<file path="config.mk">
export PLATFORM = sky130hd
export DESIGN_NAME = free_list_slot_allocator_unit
export DESIGN_NICKNAME = d
export VERILOG_FILES = /design/src/rtl/fls_pkg.sv /design/src/rtl/free_list_slot_allocator_unit.sv /design/src/rtl/fls_link_store.sv
export SDC_FILE = /design/constraint.sdc
export NUM_CORES = 1
export LEC_CHECK = 0
export ABC_AREA = 1
export BUFFER_PORTS_ARGS = -buffer_cell sky130_fd_sc_hd__buf_2
export CAP_MARGIN = 0
export CORE_MARGIN = 2
export CORE_UTILIZATION = 55
export DETAILED_ROUTE_END_ITERATION = 8
export GPL_TIMING_DRIVEN = 0
export PLACE_DENSITY = 0.82
export SYNTH_ARGS = -nofsm -noshare
export SYNTH_HDL_FRONTEND = slang
export SYNTH_SLANG_ARGS = --single-unit
</file>
<file path="constraint.sdc">
create_clock -name clock -period 6.1 [get_ports clock]
set_input_delay 0.305 -clock clock [delete_from_list [all_inputs] [get_ports clock]]
set_output_delay 0.305 -clock clock [all_outputs]
set_load 0.02 [all_outputs]
</file>
<file path="src/rtl/fls_pkg.sv">
// ----------------------------------------------------------------------------
// fls_pkg
// Shared types and constants for the free-list slot allocator.
// ----------------------------------------------------------------------------
package fls_pkg;

   // width of the slot fields on both channels
   localparam int SLOT_W = 6;

   // request codes
   typedef enum logic [0:0] {
      OP_ALLOC = 1'b0,
      OP_FREE  = 1'b1
   } opcode_type;

   // request transaction payload
   typedef struct packed {
      opcode_type          opcode;
      logic [SLOT_W-1:0]   slot_index;
   } req_type;

   // response transaction payload
   typedef struct packed {
      logic [SLOT_W-1:0]   slot;
      logic                granted;
   } rsp_type;

endpackage

</file>
<file path="src/rtl/free_list_slot_allocator_unit.sv">
// ----------------------------------------------------------------------------
// free_list_slot_allocator_unit
// LIFO free-list allocator over a fixed pool of slots: allocate pops the
// head slot, free pushes the given slot onto the head.
//
//   channel  direction  handshake              payload
//   req_     in         req_valid / req_ready  fls_pkg::req_type
//   rsp_     out        rsp_valid / rsp_ready  fls_pkg::rsp_type
//
// One transaction per cycle while req_ready is high; each response appears in
// the cycle after its request is accepted, from the response register.
// After reset the link memory is swept with req_ready low.
// The link of the head slot is held in a register and refilled from the
// memory read port, so back-to-back allocates do not stall.
// req_ready drops while the link memory is swept or the response register is full and not taken.
// ----------------------------------------------------------------------------
module free_list_slot_allocator_unit #(
   parameter int SLOTS = 64
) (
   input  logic             clock,
   input  logic             reset,
   input  logic             req_valid,
   output logic             req_ready,
   input  fls_pkg::req_type req_data,
   output logic             rsp_valid,
   input  logic             rsp_ready,
   output fls_pkg::rsp_type rsp_data
);

   import fls_pkg::*;

   localparam int IW = $clog2(SLOTS);
   localparam int LW = $clog2(SLOTS+1);
   localparam int CW = (LW > SLOT_W) ? LW : SLOT_W;
   localparam logic [LW-1:0] END_MARK = LW'(SLOTS);
   localparam logic [CW-1:0] SLOTS_C  = CW'(SLOTS);

   logic [LW-1:0] head_ff, head_in;
   logic [LW-1:0] hlink_ff, hlink_in;
   logic          pend_ff, pend_in;
   logic          rsp_valid_ff, rsp_valid_in;
   rsp_type       rsp_data_ff, rsp_data_in;

   logic [LW-1:0] hlink_eff;
   logic [LW-1:0] rd_data;
   logic [IW-1:0] rd_addr;
   logic [IW-1:0] wr_addr;
   logic [LW-1:0] wr_data;
   logic          wr_en;
   logic          link_busy;
   logic          accept;
   logic          is_free;
   logic          head_empty;
   logic          free_ok;
   logic          pop_grant;
   logic          push_ok;

   fls_link_store #(
      .SLOTS (SLOTS)
   ) u_link_store (
      .clock   (clock),
      .reset   (reset),
      .wr_en   (wr_en),
      .wr_addr (wr_addr),
      .wr_data (wr_data),
      .rd_addr (rd_addr),
      .rd_data (rd_data),
      .busy    (link_busy)
   );

   // handshake
   assign req_ready = !link_busy && (!rsp_valid_ff || rsp_ready);
   assign accept    = req_valid && req_ready;

   // request decode
   always_comb begin
      hlink_eff  = pend_ff ? rd_data : hlink_ff;
      is_free    = (req_data.opcode == OP_FREE);
      head_empty = (head_ff == END_MARK);
      free_ok    = (CW'(req_data.slot_index) < SLOTS_C);
      pop_grant  = accept && !is_free && !head_empty;
      push_ok    = accept && is_free && free_ok;
   end

   // head, head link and memory ports
   always_comb begin
      head_in  = head_ff;
      hlink_in = hlink_eff;
      pend_in  = 1'b0;
      if (pop_grant) begin
         head_in = hlink_eff;
         pend_in = 1'b1;
      end else if (push_ok) begin
         head_in  = LW'(req_data.slot_index);
         hlink_in = head_ff;
      end
      wr_en   = push_ok;
      wr_addr = IW'(req_data.slot_index);
      wr_data = head_ff;
      rd_addr = IW'(hlink_eff);
   end

   // response build
   always_comb begin
      rsp_data_in = rsp_data_ff;
      if (accept) begin
         if (is_free) begin
            rsp_data_in.slot    = req_data.slot_index;
            rsp_data_in.granted = free_ok;
         end else if (head_empty) begin
            rsp_data_in.slot    = '0;
            rsp_data_in.granted = 1'b0;
         end else begin
            rsp_data_in.slot    = SLOT_W'(head_ff);
            rsp_data_in.granted = 1'b1;
         end
      end
      if (accept) begin
         rsp_valid_in = 1'b1;
      end else if (rsp_ready) begin
         rsp_valid_in = 1'b0;
      end else begin
         rsp_valid_in = rsp_valid_ff;
      end
   end

   // control registers
   always_ff @(posedge clock) begin
      if (reset) begin
         head_ff      <= '0;
         hlink_ff     <= LW'(1);
         pend_ff      <= 1'b0;
         rsp_valid_ff <= 1'b0;
      end else begin
         head_ff      <= head_in;
         hlink_ff     <= hlink_in;
         pend_ff      <= pend_in;
         rsp_valid_ff <= rsp_valid_in;
      end
   end

   // response payload
   always_ff @(posedge clock) begin
      rsp_data_ff <= rsp_data_in;
   end

   assign rsp_valid = rsp_valid_ff;
   assign rsp_data  = rsp_data_ff;

`ifndef SYNTHESIS
   // no request taken while the link memory is being initialized
   assert property (@(posedge clock) disable iff (reset)
      link_busy |-> !accept)
      else $error("request accepted during link init");

   // a pending link read only follows a granted allocate
   assert property (@(posedge clock) disable iff (reset)
      pend_ff |-> $past(pop_grant))
      else $error("link read pending without a pop");

   // head is a slot or the end marker
   assert property (@(posedge clock) disable iff (reset)
      head_ff <= END_MARK)
      else $error("head out of range");
`endif

endmodule

</file>
<file path="src/rtl/fls_link_store.sv">
// ----------------------------------------------------------------------------
// fls_link_store
// Next-link memory of the free list, one entry per slot, with a registered
// read port and a write port. After reset a sweep writes entry i with i+1,
// one entry per cycle, while busy is high.
// ----------------------------------------------------------------------------
module fls_link_store #(
   parameter int SLOTS = 64
) (
   input  logic                         clock,
   input  logic                         reset,
   input  logic                         wr_en,
   input  logic [$clog2(SLOTS)-1:0]     wr_addr,
   input  logic [$clog2(SLOTS+1)-1:0]   wr_data,
   input  logic [$clog2(SLOTS)-1:0]     rd_addr,
   output logic [$clog2(SLOTS+1)-1:0]   rd_data,
   output logic                         busy
);

   localparam int IW = $clog2(SLOTS);
   localparam int LW = $clog2(SLOTS+1);
   localparam logic [IW-1:0] LAST_IDX = IW'(SLOTS - 1);

   logic [LW-1:0] mem [SLOTS];
   logic [LW-1:0] rd_data_ff;
   logic [IW-1:0] clr_ff;
   logic [IW-1:0] clr_in;
   logic          busy_ff;
   logic          busy_in;

   // init sweep counter
   always_comb begin
      clr_in  = clr_ff;
      busy_in = busy_ff;
      if (busy_ff) begin
         clr_in = clr_ff + IW'(1);
         if (clr_ff == LAST_IDX) begin
            busy_in = 1'b0;
         end
      end
   end

   always_ff @(posedge clock) begin
      if (reset) begin
         clr_ff  <= '0;
         busy_ff <= 1'b1;
      end else begin
         clr_ff  <= clr_in;
         busy_ff <= busy_in;
      end
   end

   // memory write and registered read
   always_ff @(posedge clock) begin
      if (busy_ff) begin
         mem[clr_ff] <= LW'(clr_ff) + LW'(1);
      end else if (wr_en) begin
         mem[wr_addr] <= wr_data;
      end
      rd_data_ff <= mem[rd_addr];
   end

   assign rd_data = rd_data_ff;
   assign busy    = busy_ff;

endmodule

</file>
# After elaboration in Yosys (flattened, before gate mapping)
# Memory sizes are Yosys's and may differ from the RTL's. A register that Yosys moved wholly into a read port is not among the register bits.
# Index checks and enable logic that the tools add are counted.
dict set report word_totals {
  regBits 30
  ramBits 448
  inputBits 11
  out_inout_bits 9
  elab_cells 46
  mem_count 1
}
dict set report classes {
  addsub 2
  eq_ne 2
  n_mux 20
  reduce_logical 13
}
# memory depth width rd rd_ports_with_merged_regs write_ports line_no
set memory_table {}
lappend memory_table {u_link_store.mem 64 7 1 1 1 fls_link_store.sv:24} ;# logic [LW-1:0] mem [SLOTS];
# op count
set ops {}
lappend ops {{7-bit 2-to-1 mux} 8}
lappend ops {{1-bit 2-to-1 mux} 11}
lappend ops {{6-bit by 1-bit adder with 7-bit output (second input constant)} 1}
lappend ops {{7-bit equality test (second input constant)} 1}
lappend ops {{7-bit OR reduction} 1}
lappend ops {{6-bit by 1-bit adder with 6-bit output (second input constant)} 1}
lappend ops {{6-bit equality test (second input constant)} 1}
lappend ops {{6-bit 2-to-1 mux} 1}
lappend ops {{1-bit logical AND} 5}
lappend ops {{1-bit zero test} 4}
lappend ops {{2-bit nonzero test} 2}
lappend ops {{1-bit logical OR} 1}

# Longest topological paths before layout
dict set report depth {
  word_depth 10
  mapped_depth 13
  mapped_depth_nobuf 11
}

# Hierarchy
# Synthesis repeated with hierarchy kept, for this count alone.
dict set report unflattened {
  hier_cells 1812
  hier_area_um2 20099.3
}
# module n_inst cells_each area_each_um2 seq_area_each_um2
set modules_own_cells {}
lappend modules_own_cells {fls_link_store 1 1667 18979.5 13733.2}
lappend modules_own_cells {free_list_slot_allocator_unit 1 145 1119.8 530.5}

# Worst setup path after synthesis
# No wires, ideal clock.
dict set report synth_path {
  kind {flip-flop to flip-flop}
  start {register rsp_valid_ff, in the netlist rsp_valid}
  end {memory u_link_store.mem[0][0] in the netlist's numbering, data pin}
  setup_ns 0.702
  arrival_time_ns 3.839
  required_time_ns 5.398
  slack_ns 1.559
  stages_incl_launch_ff 10
  n_path_buf 2
  synth_period_minus_slack_ns 4.541
  cell_sequence {dfxtp_1 inv_1 nor2_2 nor2_4 nand2_2 nor2_4 inv_4 buf_6 clkbuf_1 o21ai_0}
}
dict set report synth_via {
  elab_chain_cells 10
}
# element line_no
set synth_rtl {}
lappend synth_rtl {{from (decl)} free_list_slot_allocator_unit.sv:41} ;# logic rsp_valid_ff, rsp_valid_in;
lappend synth_rtl {{from (signal assigned)} free_list_slot_allocator_unit.sv:138} ;# rsp_valid_ff <= rsp_valid_in;
lappend synth_rtl {{1-bit zero test} free_list_slot_allocator_unit.sv:72} ;# assign req_ready = !link_busy && (!rsp_valid_ff || rsp_ready);
lappend synth_rtl {{1-bit logical OR} free_list_slot_allocator_unit.sv:72}
lappend synth_rtl {{1-bit logical AND} free_list_slot_allocator_unit.sv:72}
lappend synth_rtl {{named net req_ready} free_list_slot_allocator_unit.sv:23} ;# output logic req_ready,
lappend synth_rtl {{1-bit logical AND} free_list_slot_allocator_unit.sv:73} ;# assign accept = req_valid && req_ready;
lappend synth_rtl {{1-bit logical AND} free_list_slot_allocator_unit.sv:82} ;# push_ok = accept && is_free && free_ok;
lappend synth_rtl {{1-bit 2-to-1 mux} fls_link_store.sv:57} ;# end else if (wr_en) begin
lappend synth_rtl {{1-bit 2-to-1 mux} fls_link_store.sv:55} ;# if (busy_ff) begin
lappend synth_rtl {{1-bit 2-to-1 mux (implied by the code)} fls_link_store.sv:58} ;# mem[wr_addr] <= wr_data;
lappend synth_rtl {{7-bit OR reduction (no source line)} --}
lappend synth_rtl {{7-bit 2-to-1 mux (no source line)} --}
lappend synth_rtl {{to (decl)} fls_link_store.sv:24}
# The timed path passes the listed nets, and every way through them passes these cells.

# Worst setup path in the final report
dict set report layout_path {
  start {register u_link_store.busy_ff, in the netlist u_link_store.busy}
  end {memory u_link_store.mem[0][1] in the netlist's numbering (enable)}
}
dict set report layout_via {
  elab_chain_cells 9
  word_cells_on_any_way 12
  classes_between {7 x mux; 5 x reduce/logical}
}
# element line_no
set layout_rtl {}
lappend layout_rtl {{from (decl)} fls_link_store.sv:28} ;# logic busy_ff;
lappend layout_rtl {{from (signal assigned)} fls_link_store.sv:49} ;# busy_ff <= busy_in;
lappend layout_rtl {{1-bit zero test} free_list_slot_allocator_unit.sv:72}
lappend layout_rtl {{1-bit logical AND} free_list_slot_allocator_unit.sv:72}
lappend layout_rtl {{1-bit logical AND} free_list_slot_allocator_unit.sv:73}
lappend layout_rtl {{1-bit logical AND} free_list_slot_allocator_unit.sv:82}
lappend layout_rtl {{1-bit 2-to-1 mux} fls_link_store.sv:57}
lappend layout_rtl {{1-bit 2-to-1 mux} fls_link_store.sv:55}
lappend layout_rtl {{1-bit 2-to-1 mux (implied by the code)} fls_link_store.sv:58}
lappend layout_rtl {{7-bit OR reduction (no source line)} --}
lappend layout_rtl {{6-bit 2-to-1 mux (no source line) or 1-bit 2-to-1 mux (tied branches)} --}
# Parallel ways exist; a longest one is shown, timed or not.

==> out/qor.csv <==
metric,value,unit
io_buffers,18,
leakage,0.0104,µW
dp_slack,3.18,ns
worst_ep_required_time,6.31,ns
clock_insertion_delay_worst_skew,0.57,ns
synth_cells,2143,
die_y,203,µm
maximum_number_of_pins_on_one_net_before_global_route_repair,37,
avgSynthCellArea,10.2,µm²
layout.cells.most_common_list,"sky130_fd_sc_hd__nand3_1 (484), sky130_fd_sc_hd__edfxtp_1 (455), sky130_fd_sc_hd__nand2_1 (441)",
h-tree-depth,2,
clk_pin_slew_worst_paths,0.06,ns
outcome,finished clean,
boundary_pin_count,20,
cts_hold_repair.buffers,0,
coreArea,38900,µm²
antenna_violations_before_repair,0,
antenna_left,0,
ctsRootBufferMaster,sky130_fd_sc_hd__clkbuf_16,
register_bit_count_reported_by_yosys,485,
place.detailed.hpwl,41.2,mm
cts-buffers-inserted,48,
start_util,0.560,
post-cts-setup-buffers,0,
worst-path-max-fanout,9,
cts.path.max_buffers,3,
synth.net_count,2155,
drt_pass1_iterations,8,
worst_path_most_repeated_cell,sky130_fd_sc_hd__nor2_4,
worstPathCellList,"nor2_4, nand2_2, nor2_4, inv_4, o21ai_4, nand4_2, nor2_1",
ir_worst_vdd,0.245,mV
min_path_type,in -> reg,
clock_tree_from_tritoncts,yes,
routed-via-count,16100,
synth-warning-count,0,
global_route.overflow_total,0,
fin_util,0.630,
final_period_minus_worst_setup_slack,2.95,ns
place.gp.congestion,0.967,
critical_path_arrival,3.16,ns
drtIter0Drc,2286,
fin_crit_share,0.484,
p_per_area,279,nW/µm²
postLayoutSetupSlackWorst,3.15,ns
most_common_cell_after_layout_fill_and_taps_aside,sky130_fd_sc_hd__nand3_1,
timing_worst_setup_path_type,reg -> reg,
die-area,41300,µm²
drv_cap,0,
nets,2236,
post_drt_via_cell_ratio,5.78,
finalHoldViolations,0,
avgRoutedWirePerCell,21.5,µm
global_route_wire_length_before_repair,90.6,mm
clock_skew,0.0185,ns
drv_slew,0,
count_of_different_cell_masters_after_synthesis,37,
setup-violations-final,0,
tightestPinTransition,0.913,ns
ratio_of_cells_with_drive_above_1_in_the_final_layout,0.0999,
first_global_vias,15600,
area_delta_synth_final,12.4,%
cp_top_family,simple AND/OR/NAND/NOR gates,
fmax,339,MHz
critical_path.endpoint_type,register,
cts.repair.resized,0,
cp_slowest_stage_delay,0.72,ns
worstSetupStartpointType,register,
wirelength,59.8,mm
cts_num_sinks,485,
drc_errors,0,
antenna_cells,0,
die_width,203,µm
synth_seq_area_share,0.654,
slew-limit-headroom,0.389,
rsz0062_at_grt,no,
netlist_area_before_placement,21800,µm²
timing.critical_path.buf_inv,1,
critical_path.slowest_cell,sky130_fd_sc_hd__nor2_1,
fp-row-count,72,
grt_use_total,0.293,
==> final cells by class <==
cell class | instances | area (µm²)
Multi-Input combinational cell | 1120 | 5410
Inverter | 431 | 1620
Clock inverter | 25 | 264
Clock buffer | 64 | 1310
Fill cell | 2937 | 14400
Tap cell | 518 | 648
Sequential cell | 485 | 14300
Timing Repair Buffer | 31 | 410
Buffer | 107 | 589
==> final timing paths <==
check             cells after the start                         start  slack (ns)                                to
setup / recovery                      7  u_link_store.busy$_SDFF_PP1_        3.15  u_link_store.mem[0][1]$_DFFE_PP_
hold reg to reg                       2       head_ff[3]$_SDFFE_PP0P_        0.50            hlink_ff[3]$_SDFF_PP0_
hold / removal                        3                   req_data[4]        0.05             rsp_data[5]$_DFFE_PN_
setup reg to reg                      7  u_link_store.busy$_SDFF_PP1_        3.15  u_link_store.mem[0][1]$_DFFE_PP_
==> power by group <==
part	internal (µW)	switching [µW]	leakage, µW	total [µW]
sequential	3660	7.23	0.00441	3670
combinational	46.5	142	0.00518	189
clock	1730	1250	0.000761	2980
==> cells by family (layout without fill, tap and decap cells) <==
logic type,count (synthesis),in the layout,synth area share
and+or+nand+nor,1056,1056,0.224
buffers and inverters,538,658,0.101
DFF,485,485,0.654
AOI/OAI and AO/OA,58,58,0.0176
xor gates and xnor gates,4,4,0.00161
adders and majority gates,1,1,0.000574
muxes,1,1,0.000459
==> through the flow <==
stage	cell area [µm²]	total power, µW	instances	hold slack, ns	TNS, ns
finish	24500	6830	2781	0.0500	0
global route	24500	6970	2781	0.0649	0
CTS	24500	6830	2781	0.0291	0
detailed placement	22900	3920	2692	0.491	0
global placement	22500	3910	2679	0.483	-1008.11
floorplan	21800	3820	2143	0.443	0
==> state kept, by name, indices dropped and copies added, names as in the netlist <==
| register | count |
|---|---|
| u_link_store.mem | 448 |
| head_ff | 7 |
| hlink_ff | 7 |
| rsp_data | 7 |
| u_link_store.rd_data | 7 |
| u_link_store.clr_ff | 6 |
| pend_ff | 1 |
| rsp_valid | 1 |
| u_link_store.busy | 1 |
==> Yosys cell counts <==
cell type | count | share of area
sky130_fd_sc_hd__nand3_2 | 5 | 0.0023
sky130_fd_sc_hd__nand2_2 | 2 | 0.00057
sky130_fd_sc_hd__buf_2 | 48 | 0.011
sky130_fd_sc_hd__xor2_1 | 3 | 0.0012
sky130_fd_sc_hd__nand3b_1 | 28 | 0.0096
sky130_fd_sc_hd__o21ai_2 | 6 | 0.0024
sky130_fd_sc_hd__ha_1 | 1 | 0.00057
sky130_fd_sc_hd__nand4_1 | 1 | 0.00029
sky130_fd_sc_hd__buf_4 | 20 | 0.0069
sky130_fd_sc_hd__a21oi_4 | 1 | 0.00075
sky130_fd_sc_hd__a32o_1 | 1 | 0.00046
sky130_fd_sc_hd__clkinv_1 | 1 | 0.00017
sky130_fd_sc_hd__nand2_1 | 441 | 0.076
sky130_fd_sc_hd__nor2_4 | 2 | 0.0010
sky130_fd_sc_hd__inv_1 | 424 | 0.073
sky130_fd_sc_hd__buf_1 | 3 | 0.00052
sky130_fd_sc_hd__o211ai_1 | 1 | 0.00034
sky130_fd_sc_hd__o21ai_4 | 3 | 0.0022
sky130_fd_sc_hd__inv_4 | 1 | 0.00029
sky130_fd_sc_hd__dfxtp_1 | 30 | 0.028
sky130_fd_sc_hd__mux2i_1 | 1 | 0.00046
sky130_fd_sc_hd__nand4_4 | 7 | 0.0068
sky130_fd_sc_hd__inv_2 | 5 | 0.00086
sky130_fd_sc_hd__o21ai_0 | 23 | 0.0053
sky130_fd_sc_hd__or2_2 | 4 | 0.0011
sky130_fd_sc_hd__edfxtp_1 | 455 | 0.63
sky130_fd_sc_hd__a211oi_1 | 7 | 0.0024
sky130_fd_sc_hd__a21oi_1 | 16 | 0.0037
sky130_fd_sc_hd__nand3_1 | 484 | 0.11
sky130_fd_sc_hd__buf_6 | 7 | 0.0036
sky130_fd_sc_hd__xnor2_1 | 1 | 0.00040
sky130_fd_sc_hd__clkbuf_1 | 29 | 0.0050
sky130_fd_sc_hd__nor3_1 | 1 | 0.00023
sky130_fd_sc_hd__nand2_4 | 2 | 0.0010
sky130_fd_sc_hd__nor2_1 | 75 | 0.013
sky130_fd_sc_hd__nor2_2 | 3 | 0.00086
sky130_fd_sc_hd__nand4_2 | 1 | 0.00057
==> worst reg2reg max path, delay by kind of cell, from the launching register on <==
family	cells	cell delay [ns]
compound gates	1	0.40
buf+inv	1	0.10
flops	1	0.39
simple gates	5	1.70
==> layer usage <==
layer | up-vias | share of wire | global-route usage
li1 | 7198 | - | -
met1 | 7596 | 0.36 | 0.388
met2 | 1079 | 0.47 | 0.473
met3 | 213 | 0.12 | 0.0575
met4 | 0 | 0.045 | 0.132
met5 | - | 0 | 0
(Power assumes the default switching activity.)
